<file path="config.mk">
export PLATFORM = sky130hd
export DESIGN_NAME = radix_suffix_number_scanner
export DESIGN_NICKNAME = d
export VERILOG_FILES = /design/src/hw/rtl/rssn_pkg.sv /design/src/hw/rtl/radix_suffix_number_scanner.sv
export SDC_FILE = /design/constraint.sdc
export NUM_CORES = 1
export LEC_CHECK = 0
export BUFFER_PORTS_ARGS = -buffer_cell sky130_fd_sc_hd__buf_2
export CAP_MARGIN = 20
export CORE_UTILIZATION = 60
export CTS_CLUSTER_DIAMETER = 100
export DETAILED_ROUTE_END_ITERATION = 12
export PLACE_DENSITY = 0.78
export REMOVE_ABC_BUFFERS = 1
export SETUP_SLACK_MARGIN = 0.15
export SKIP_LAST_GASP = 1
export SYNTH_ARGS = -nofsm -noshare
export SYNTH_HDL_FRONTEND = slang
export SYNTH_SLANG_ARGS = --single-unit
</file>
<file path="constraint.sdc">
create_clock -name aclk -period 10.59 [get_ports aclk]
set_input_delay 0.5295 -clock aclk [delete_from_list [all_inputs] [get_ports aclk]]
set_output_delay 0.5295 -clock aclk [all_outputs]
set_load 0.02 [all_outputs]
</file>
<file path="src/hw/rtl/rssn_pkg.sv">
// Package with the codes, character constants and field widths of the radix suffix scanner.
`default_nettype none

package rssn_pkg;

    // Result field widths.
    localparam int NUMBER_W = 16;
    localparam int COUNT_W  = 8;
    localparam int RADIX_W  = 2;
    localparam int CHAR_W   = 7;

    // Stream data widths, padded to whole bytes.
    localparam int S_TDATA_W = 8;
    localparam int M_TDATA_W = 24;

    // Radix codes, also the index of each invalid-digit counter.
    typedef enum logic [RADIX_W-1:0] {
        RADIX_BIN = 2'd0,
        RADIX_OCT = 2'd1,
        RADIX_DEC = 2'd2,
        RADIX_HEX = 2'd3
    } radix_t;

    // Character constants.
    localparam logic [CHAR_W-1:0] CHAR_ZERO = 7'h30;
    localparam logic [CHAR_W-1:0] CHAR_NINE = 7'h39;
    localparam logic [CHAR_W-1:0] CHAR_LC_A = 7'h61;
    localparam logic [CHAR_W-1:0] CHAR_LC_Z = 7'h7A;
    localparam logic [CHAR_W-1:0] CHAR_H    = 7'h48;
    localparam logic [CHAR_W-1:0] CHAR_D    = 7'h44;
    localparam logic [CHAR_W-1:0] CHAR_Q    = 7'h51;
    localparam logic [CHAR_W-1:0] CHAR_O    = 7'h4F;
    localparam logic [CHAR_W-1:0] CHAR_B    = 7'h42;
    localparam logic [CHAR_W-1:0] CHAR_LC_H = 7'h68;

    // Case folding distance and the gap between '9' and 'A'.
    localparam logic [CHAR_W-1:0] CASE_GAP   = 7'd32;
    localparam logic [7:0]        LETTER_GAP = 8'd7;

    // Bases compared against the digit value.
    localparam logic [7:0] BASE_BIN = 8'd2;
    localparam logic [7:0] BASE_OCT = 8'd8;
    localparam logic [7:0] BASE_DEC = 8'd10;
    localparam logic [7:0] BASE_HEX = 8'd16;

    localparam logic [COUNT_W-1:0] COUNT_MAX = '1;

endpackage

`default_nettype wire

</file>
<file path="src/hw/rtl/radix_suffix_number_scanner.sv">
// Top level of the radix suffix number scanner: digit accumulators and result register.
//
//  Channel  | Direction | Payload
//  ---------+-----------+------------------------------------------------------------
//  s_       | in        | tdata[6:0] token_char, tlast last_char
//  m_       | out       | tdata[15:0] number_value, [23:16] bad_digit_count; tuser radix_code
//
// One character is taken every cycle; each transfer is folded into the four accumulators
// by one shift-and-add stage, and a final character loads the result register at the edge
// of its transfer, so the result is offered in the next cycle. The result register is the
// only buffer: s_tready drops only while a result waits and m_tready is low. aresetn is
// synchronous and clears the accumulators, the counters and the result valid flag.
`default_nettype none

module radix_suffix_number_scanner #(
    parameter int VALUE_WIDTH = 16
) (
    input  wire logic                            aclk,
    input  wire logic                            aresetn,
    // Input channel.
    input  wire logic                            s_tvalid,
    output logic                                 s_tready,
    input  wire logic [rssn_pkg::S_TDATA_W-1:0]  s_tdata,  // [6:0] token_char, [7] zero
    input  wire logic                            s_tlast,
    // Result channel.
    output logic                                 m_tvalid,
    input  wire logic                            m_tready,
    output logic [rssn_pkg::M_TDATA_W-1:0]       m_tdata,  // [15:0] number_value,
                                                           // [23:16] bad_digit_count
    output logic [rssn_pkg::RADIX_W-1:0]         m_tuser   // [1:0] radix_code
);

    localparam int EXT_W = (VALUE_WIDTH > rssn_pkg::NUMBER_W) ? VALUE_WIDTH
                                                              : rssn_pkg::NUMBER_W;

    logic [VALUE_WIDTH-1:0] acc_bin_reg, acc_oct_reg, acc_dec_reg, acc_hex_reg;
    logic [VALUE_WIDTH-1:0] acc_bin_next, acc_oct_next, acc_dec_next, acc_hex_next;
    logic [3:0][rssn_pkg::COUNT_W-1:0] bad_reg, bad_next;

    logic                             out_valid_reg;
    logic [rssn_pkg::NUMBER_W-1:0]    out_value_reg, out_value_next;
    logic [rssn_pkg::COUNT_W-1:0]     out_count_reg, out_count_next;
    rssn_pkg::radix_t                 out_radix_reg, out_radix_next;

    logic                             in_xfer;
    logic [rssn_pkg::CHAR_W-1:0]      char_raw, char_up;
    logic                             digit_neg;
    logic [7:0]                       digit_u;
    logic signed [7:0]                digit_s;
    logic [VALUE_WIDTH-1:0]           digit_ext;
    logic [3:0]                       digit_bad;
    logic [VALUE_WIDTH-1:0]           step_bin, step_oct, step_dec, step_hex;
    logic [3:0][rssn_pkg::COUNT_W-1:0] step_bad;
    logic [VALUE_WIDTH-1:0]           sel_value;
    logic [EXT_W-1:0]                 sel_value_ext;

    // The result register takes a new result whenever it is empty or being drained.
    assign s_tready = !out_valid_reg || m_tready;
    assign in_xfer  = s_tvalid && s_tready;

    // Fold to upper case and form the signed digit value.
    always_comb begin
        char_raw = s_tdata[rssn_pkg::CHAR_W-1:0];
        if (char_raw inside {[rssn_pkg::CHAR_LC_A:rssn_pkg::CHAR_LC_Z]}) begin
            char_up = char_raw - rssn_pkg::CASE_GAP;
        end else begin
            char_up = char_raw;
        end
        digit_neg = (char_up < rssn_pkg::CHAR_ZERO);
        digit_u   = {1'b0, char_up} - {1'b0, rssn_pkg::CHAR_ZERO};
        if (!digit_neg && (char_up > rssn_pkg::CHAR_NINE)) begin
            digit_u = digit_u - rssn_pkg::LETTER_GAP;
        end
        digit_s   = $signed(digit_u);
        digit_ext = VALUE_WIDTH'(digit_s);
    end

    // A digit is invalid for a radix when it is negative or not below the base.
    always_comb begin
        digit_bad[rssn_pkg::RADIX_BIN] = digit_neg || (digit_u >= rssn_pkg::BASE_BIN);
        digit_bad[rssn_pkg::RADIX_OCT] = digit_neg || (digit_u >= rssn_pkg::BASE_OCT);
        digit_bad[rssn_pkg::RADIX_DEC] = digit_neg || (digit_u >= rssn_pkg::BASE_DEC);
        digit_bad[rssn_pkg::RADIX_HEX] = digit_neg || (digit_u >= rssn_pkg::BASE_HEX);
    end

    // Accumulators after taking the current character as a digit; constant
    // multiplies are shifts, times ten is eight plus two.
    always_comb begin
        step_bin = (acc_bin_reg << 1) + digit_ext;
        step_oct = (acc_oct_reg << 3) + digit_ext;
        step_dec = (acc_dec_reg << 3) + (acc_dec_reg << 1) + digit_ext;
        step_hex = (acc_hex_reg << 4) + digit_ext;
        for (int r = 0; r < 4; r++) begin
            if (digit_bad[r] && (bad_reg[r] != rssn_pkg::COUNT_MAX)) begin
                step_bad[r] = bad_reg[r] + rssn_pkg::COUNT_W'(1);
            end else begin
                step_bad[r] = bad_reg[r];
            end
        end
    end

    // A final H, D, Q, O or B selects the radix and is not converted.
    always_comb begin
        case (char_up)
            rssn_pkg::CHAR_H: begin
                out_radix_next = rssn_pkg::RADIX_HEX;
                sel_value      = acc_hex_reg;
                out_count_next = bad_reg[rssn_pkg::RADIX_HEX];
            end
            rssn_pkg::CHAR_D: begin
                out_radix_next = rssn_pkg::RADIX_DEC;
                sel_value      = acc_dec_reg;
                out_count_next = bad_reg[rssn_pkg::RADIX_DEC];
            end
            rssn_pkg::CHAR_Q, rssn_pkg::CHAR_O: begin
                out_radix_next = rssn_pkg::RADIX_OCT;
                sel_value      = acc_oct_reg;
                out_count_next = bad_reg[rssn_pkg::RADIX_OCT];
            end
            rssn_pkg::CHAR_B: begin
                out_radix_next = rssn_pkg::RADIX_BIN;
                sel_value      = acc_bin_reg;
                out_count_next = bad_reg[rssn_pkg::RADIX_BIN];
            end
            default: begin
                out_radix_next = rssn_pkg::RADIX_DEC;
                sel_value      = step_dec;
                out_count_next = step_bad[rssn_pkg::RADIX_DEC];
            end
        endcase
        sel_value_ext  = EXT_W'(sel_value);
        out_value_next = sel_value_ext[rssn_pkg::NUMBER_W-1:0];
    end

    // Next token state: a final character clears everything, any other one folds in.
    always_comb begin
        acc_bin_next = acc_bin_reg;
        acc_oct_next = acc_oct_reg;
        acc_dec_next = acc_dec_reg;
        acc_hex_next = acc_hex_reg;
        bad_next     = bad_reg;
        if (in_xfer) begin
            if (s_tlast) begin
                acc_bin_next = '0;
                acc_oct_next = '0;
                acc_dec_next = '0;
                acc_hex_next = '0;
                bad_next     = '0;
            end else begin
                acc_bin_next = step_bin;
                acc_oct_next = step_oct;
                acc_dec_next = step_dec;
                acc_hex_next = step_hex;
                bad_next     = step_bad;
            end
        end
    end

    // Token state registers.
    always_ff @(posedge aclk) begin
        if (!aresetn) begin
            acc_bin_reg <= '0;
            acc_oct_reg <= '0;
            acc_dec_reg <= '0;
            acc_hex_reg <= '0;
            bad_reg     <= '0;
        end else begin
            acc_bin_reg <= acc_bin_next;
            acc_oct_reg <= acc_oct_next;
            acc_dec_reg <= acc_dec_next;
            acc_hex_reg <= acc_hex_next;
            bad_reg     <= bad_next;
        end
    end

    // Result register: loaded by a final character, emptied by an output transfer.
    always_ff @(posedge aclk) begin
        if (!aresetn) begin
            out_valid_reg <= 1'b0;
        end else if (in_xfer && s_tlast) begin
            out_valid_reg <= 1'b1;
        end else if (m_tready) begin
            out_valid_reg <= 1'b0;
        end
    end

    always_ff @(posedge aclk) begin
        if (in_xfer && s_tlast) begin
            out_value_reg <= out_value_next;
            out_count_reg <= out_count_next;
            out_radix_reg <= out_radix_next;
        end
    end

    assign m_tvalid = out_valid_reg;
    assign m_tdata  = {out_count_reg, out_value_reg};
    assign m_tuser  = out_radix_reg;

endmodule

`default_nettype wire

</file>
# [Yosys cells after proc, flatten, opt, wreduce, memory -nomap -nowiden]
# Cells that the tools add are included.
[op_classes] n_reduce_logical=23 eq_ne=9 add_sub_neg=12 n_mux=16 n_lt_le_gt_ge=8
[op_table] cell="adder 16 bit" n=5
[op_table] cell="two-way mux 16 bit" n=4
[op_table] cell="case mux 16 bit (4 select lines)" n=1
[op_table] cell="two-way mux 8 bit" n=5
[op_table] cell="== test 7 bit (second input constant)" n=5
[op_table] cell="adder 8 x 1 -> 8 bit (second input constant)" n=4
[op_table] cell="two-way mux 32 bit" n=1
[op_table] cell="!= test 8 bit (second input constant)" n=4
[op_table] cell="case mux 8 bit (4 select lines)" n=1
[op_table] cell="greater-or-equal comparator 8 x 4 -> 1 bit (second input constant)" n=2
[op_table] cell="greater-or-equal comparator 8 x 2 -> 1 bit (second input constant)" n=1
[op_table] cell="greater-or-equal comparator 8 x 5 -> 1 bit (second input constant)" n=1
[op_table] cell="logical AND 1 bit" n=8
[op_table] cell="nonzero test 2 bit" n=4
[op_table] cell="subtractor 7 x 6 -> 8 bit (second input constant)" n=1
[op_table] cell="subtractor 8 x 3 -> 8 bit (second input constant)" n=1
[op_table] cell="greater-or-equal comparator 7 bit (second input constant)" n=1
[op_table] cell="> comparator 7 x 6 -> 1 bit (second input constant)" n=1
[op_table] cell="<= comparator 7 bit (second input constant)" n=1
[op_table] cell="< comparator 7 x 6 -> 1 bit (second input constant)" n=1
[op_table] cell="two-way mux 7 bit" n=1
[op_table] cell="subtractor 7 x 6 -> 7 bit (second input constant)" n=1
[op_table] cell="case mux 2 bit (3 select lines)" n=1
[op_table] cell="AND reduction 2 bit" n=3
[op_table] cell="other kinds (4)" n=10
[word_totals] reg_bits=123

# [Longest topological paths before layout]
[logic_depth] ltp_word=12 ltp_mapped=28

# [Worst setup path after synthesis]
# OpenSTA, ideal clock, no wires.
[synth_path] kind="input -> register" startpoint="in s_tdata[0] in the netlist's numbering" endpoint="reg out_value_reg[15] in the netlist's numbering, data pin" path_buffers=1 stages=23 required_ns=10.336 setup_time_ns=0.254 path_slack_ns=5.015 arrival_ns=5.320 cell_sequence="inv_1 -> ha_1 -> and4b_1 -> nor2_1 -> a21oi_1 -> o21ai_1 -> ha_1 -> inv_1 -> ha_1 -> nor3_1 -> nand4b_1 -> o22a_1 -> clkbuf_1 -> inv_1 -> fa_1 -> ha_1 -> and3_1 -> a311oi_1 -> o21bai_1 -> a21oi_1 -> o21ai_0 -> xnor2_1 -> o21a_1"
[synth_between] elab_chain_cells=9 word_cells_on_any_way=20
[synth_rtl] element="from (decl)" line_no="radix_suffix_number_scanner.sv:23" source="input wire logic [rssn_pkg::S_TDATA_W-1:0] s_tdata,"
[synth_rtl] element="greater-or-equal comparator 7 bit / <= comparator 7 bit (equally long branches)" line_no="radix_suffix_number_scanner.sv:64" source="if (char_raw inside {[rssn_pkg::CHAR_LC_A:rssn_pkg::CHAR_LC_Z]}) begin"
[synth_rtl] element="logical AND 1 bit" line_no="radix_suffix_number_scanner.sv:64"
[synth_rtl] element="two-way mux 7 bit *" line_no="radix_suffix_number_scanner.sv:64"
[synth_rtl] element="branches (longest 5 deep; another with adder 16 bit)"
[synth_rtl] element="case mux 16 bit (4 select lines) *" line_no="radix_suffix_number_scanner.sv:104" source="case (char_up)"
[synth_rtl] element="via out_value_next (one bit)" line_no="radix_suffix_number_scanner.sv:41" source="logic [rssn_pkg::NUMBER_W-1:0] out_value_reg, out_value_next;"
[synth_rtl] element="to (signal assigned)" line_no="radix_suffix_number_scanner.sv:189" source="out_value_reg <= out_value_next;"
[synth_rtl] element="to (decl)" line_no="radix_suffix_number_scanner.sv:41"
# Mark *: on every way through the listed nets, which the timed path passes.
# A chain may end at the register's enable or synchronous reset.

# [Worst setup path after layout]
# Ends and elaborated chain as after synthesis.

==> summary.txt <==
EDFF count, synth - 26
Max Cap Violations - 0
Sequential fraction of the synthesis area - 32.0%
# hold bufs at CTS - 0
Reg2reg end - out_value_reg[15]
Placer congestion estimate - 0.909
Crit path time final - 6.33 ns
Clk_lat worst skew - 0.42 ns
Count of input and output buffers - 39
Fin area - 0.00904 mm2
Initial detailed-routing violation count - 704
Area delta synth->final - 11.9%
Fill cells - 1,067
Primary FF master, synth - dfxtp_1
Final Hold Vio Count - 0
Mean Syn Cell Area - 8.57 um2
Placed cell areas - 0.00845 mm2
Worst Tran Pin Value - 0.970 ns
Worst-path clk slew - 0.05 ns
Type of the worst setup path - input pin to flip-flop
CTS tree - yes
Routed Antenna Nets - 0
CP max FO - 25
Final nets - 1,065
RSZ-0062 raised after global routing - no
R2r worst-path depth - 11
Root buffer cell - clkbuf_16
Leakage - 0.00376 uW
Global-route total usage across every layer - 31.1%
F_max - 0.158 GHz
Sink Count - 116
Routed WL per cell - 17.7 um
Synth area leader - dfxtp_1
Finish-stage setup viols - 0
CTS H-tree lvls - 4
Initial Utilization - 61.3%
Core area - 0.0132 mm2
Gr ovfl total - 0
Async SR Flop Fraction - 0%
Fin util - 68.6%
Number of synthesis warnings - 0
Drt via density - 6.17
Final hold slack - 0.462 ns
Vias - 7,168
Total clock buffers created by CTS - 17
Setup TNS - 0 ns
Yosys top cell area share - 22.3%
Row count - 42
Unique masters post-synth - 70
Die height - 118 um
Vias in the first global route - 6,839
CTS Buffer Depth - 2
DRC viols - 0
Worst R2R Start - acc_bin_reg[0]
Status - completed
R2R setup slack - 7.04 ns
Peak supply drop - 125 uV
Die ar. - 0.0139 mm2
Final WL - 20,600 um
Post-DP HPWL - 14,000 um
Headroom to the max-slew limit - 35.3%
Fin. max-slew vios - 0
N_diodes - 0
Critical path arrival - 6.50 ns
HP Class - flip-flop to flip-flop
Hold path start - acc_hex_reg[15]
Cell Area, Synth - 0.00808 mm2
Clock skew - 0.00981 ns
Critical Path Source Type - input pin
I/O Pins - 41
Chip width - 118 um
Hold Crit Depth - 2
Worst Path Required - 10.76 ns
Postcts setup bufs - 0
Seq cells post-synth - 116
Worst Hold End - acc_hex_reg[15]
Final Cycle Share - 59.8%
Post-cts sizing count - 0
Largest register FFs - 32
Layout cell share with drive strength beyond 1 - 10.7%
Cell count after synthesis - 943
Pin count of the biggest net entering global routing - 61
First-pass DRT Iterations - 8
Global-route wire length before repair - 34,400 um
Critical Path End Type - flip-flop
Initial antenna violation count - 0
Power per cell area - 167 mW/mm2
Top cells by area, synth - dfxtp_1 22%, ha_1 9.9%, edfxtp_1 9.7%
## cell usage after synthesis (12+ instances only)
master	instances
a21boi_0	12
a21oi_1	50
a222oi_1	21
a22oi_1	25
and3_1	20
clkbuf_1	36
dfxtp_1	90
edfxtp_1	26
fa_1	16
ha_1	64
inv_1	68
nand2_1	101
nand3_1	24
nand4_1	12
nor2_1	51
nor2b_1	48
nor3_1	19
o211ai_1	12
o21ai_0	44
xnor2_1	32
xor2_1	29
## metal layers
metal	vias up	share of wire [%]	global-route usage (%)	wire (um)
met2	269	46	49.4	9550
met3	48	6.6	8.04	1360
met4	0	3.2	14.2	665
met1	3392	44	39.5	9010
li1	3459	-	-	-
met5	-	0	0	0
## cells by family (layout without fill, tap and decap cells)
kind of cell | Yosys count | after routing | synth area share (%)
compound gates | 246 | 246 | 21.0
mux | 6 | 6 | 0.790
fa+ha+maj | 80 | 80 | 13.9
xor+xnor | 62 | 62 | 6.81
flops | 116 | 116 | 32.0
buf+inv | 110 | 152 | 5.17
simple gates | 323 | 323 | 20.4
## cells in the final DEF (no fill, tap or decap), types with 4 or more instances in the layout
master	Yosys	final
nor4_1	5	4
a21o_1	9	9
a222oi_1	21	21
o22ai_1	5	5
nand4_1	12	12
a31o_2	4	4
o211ai_1	12	12
buf_4	0	11
nand4b_1	4	4
nand3b_1	8	8
nand2b_1	6	6
o21a_1	4	4
and3_1	20	20
buf_2	4	39
nand2_1	101	100
o21ai_0	44	44
fa_1	16	16
nor2b_1	48	48
o21bai_1	7	7
a22oi_1	25	25
and2_1	11	11
a21boi_0	12	12
ha_1	64	64
nor3_1	19	18
edfxtp_1	26	26
nand3_1	24	24
or3_1	5	5
a31oi_1	11	11
o21ai_1	7	7
clkinv_2	0	7
xnor2_1	32	32
dfxtp_1	90	90
a21oi_1	50	50
xor2_1	29	29
nor2_1	51	50
inv_1	68	68
clkbuf_16	0	18
## critical path, stage by stage
cell and delay [ns]:
buf_2 0.13, inv_1 0.09, ha_1 0.26, and4b_1 0.23
nor2_1 0.14, a21oi_1 0.05, o21ai_1 0.30, ha_1 0.25
inv_1 0.06, ha_1 0.23, nor3_1 0.21, nand4b_1 0.19
o22a_1 0.57, inv_1 0.84, fa_1 0.56, ha_1 0.36
and3_1 0.18, a311oi_1 0.43, o21bai_1 0.12, a21oi_1 0.27
o21ai_0 0.16, xnor2_1 0.17, o21a_1 0.18
## metrics by stage
stage | cells | setup slack (ns) | power [uW]
5_1_grt | 1161 | 3.88 | 1580
3_5_place_dp | 1129 | 3.95 | 924
2_1_floorplan | 903 | 5.12 | 822
6_report | 1161 | 4.26 | 1510
3_3_place_gp | 1129 | 4.04 | 913
4_1_cts | 1161 | 4.37 | 1500
## layout make-up
type	instances	area (um2)	area share (%)
timing repair buffer	50	278	3.07
multi-input combinational	717	5100	56.4
sequential	116	2580	28.6
inverter	70	263	2.91
clock buffer	22	495	5.48
tap	176	220	2.43
clock inverter	10	103	1.13
## how the worst max path moves through the flow
stage	from	cells past startpoint	slack [ns]	to
global placement	s_tdata[0]	22	4.04	out_value_reg[15]
finish	s_tdata[0]	23	4.26	out_value_reg[15]
CTS	s_tdata[0]	23	4.37	out_value_reg[15]
floorplan	s_tdata[0]	22	5.12	out_value_reg[15]
global route	s_tdata[1]	22	3.88	out_value_reg[15]
detailed placement	s_tdata[0]	23	3.95	out_value_reg[15]
## report_power, final
part / leakage, uW / internal, uW / total, uW / switching (uW)
logic: 0.00248 / 165 / 407 / 243
clock network: 0.000300 / 375 / 584 / 209
registers: 0.000975 / 493 / 515 / 22.1
Power figures use the tool's default switching activity.
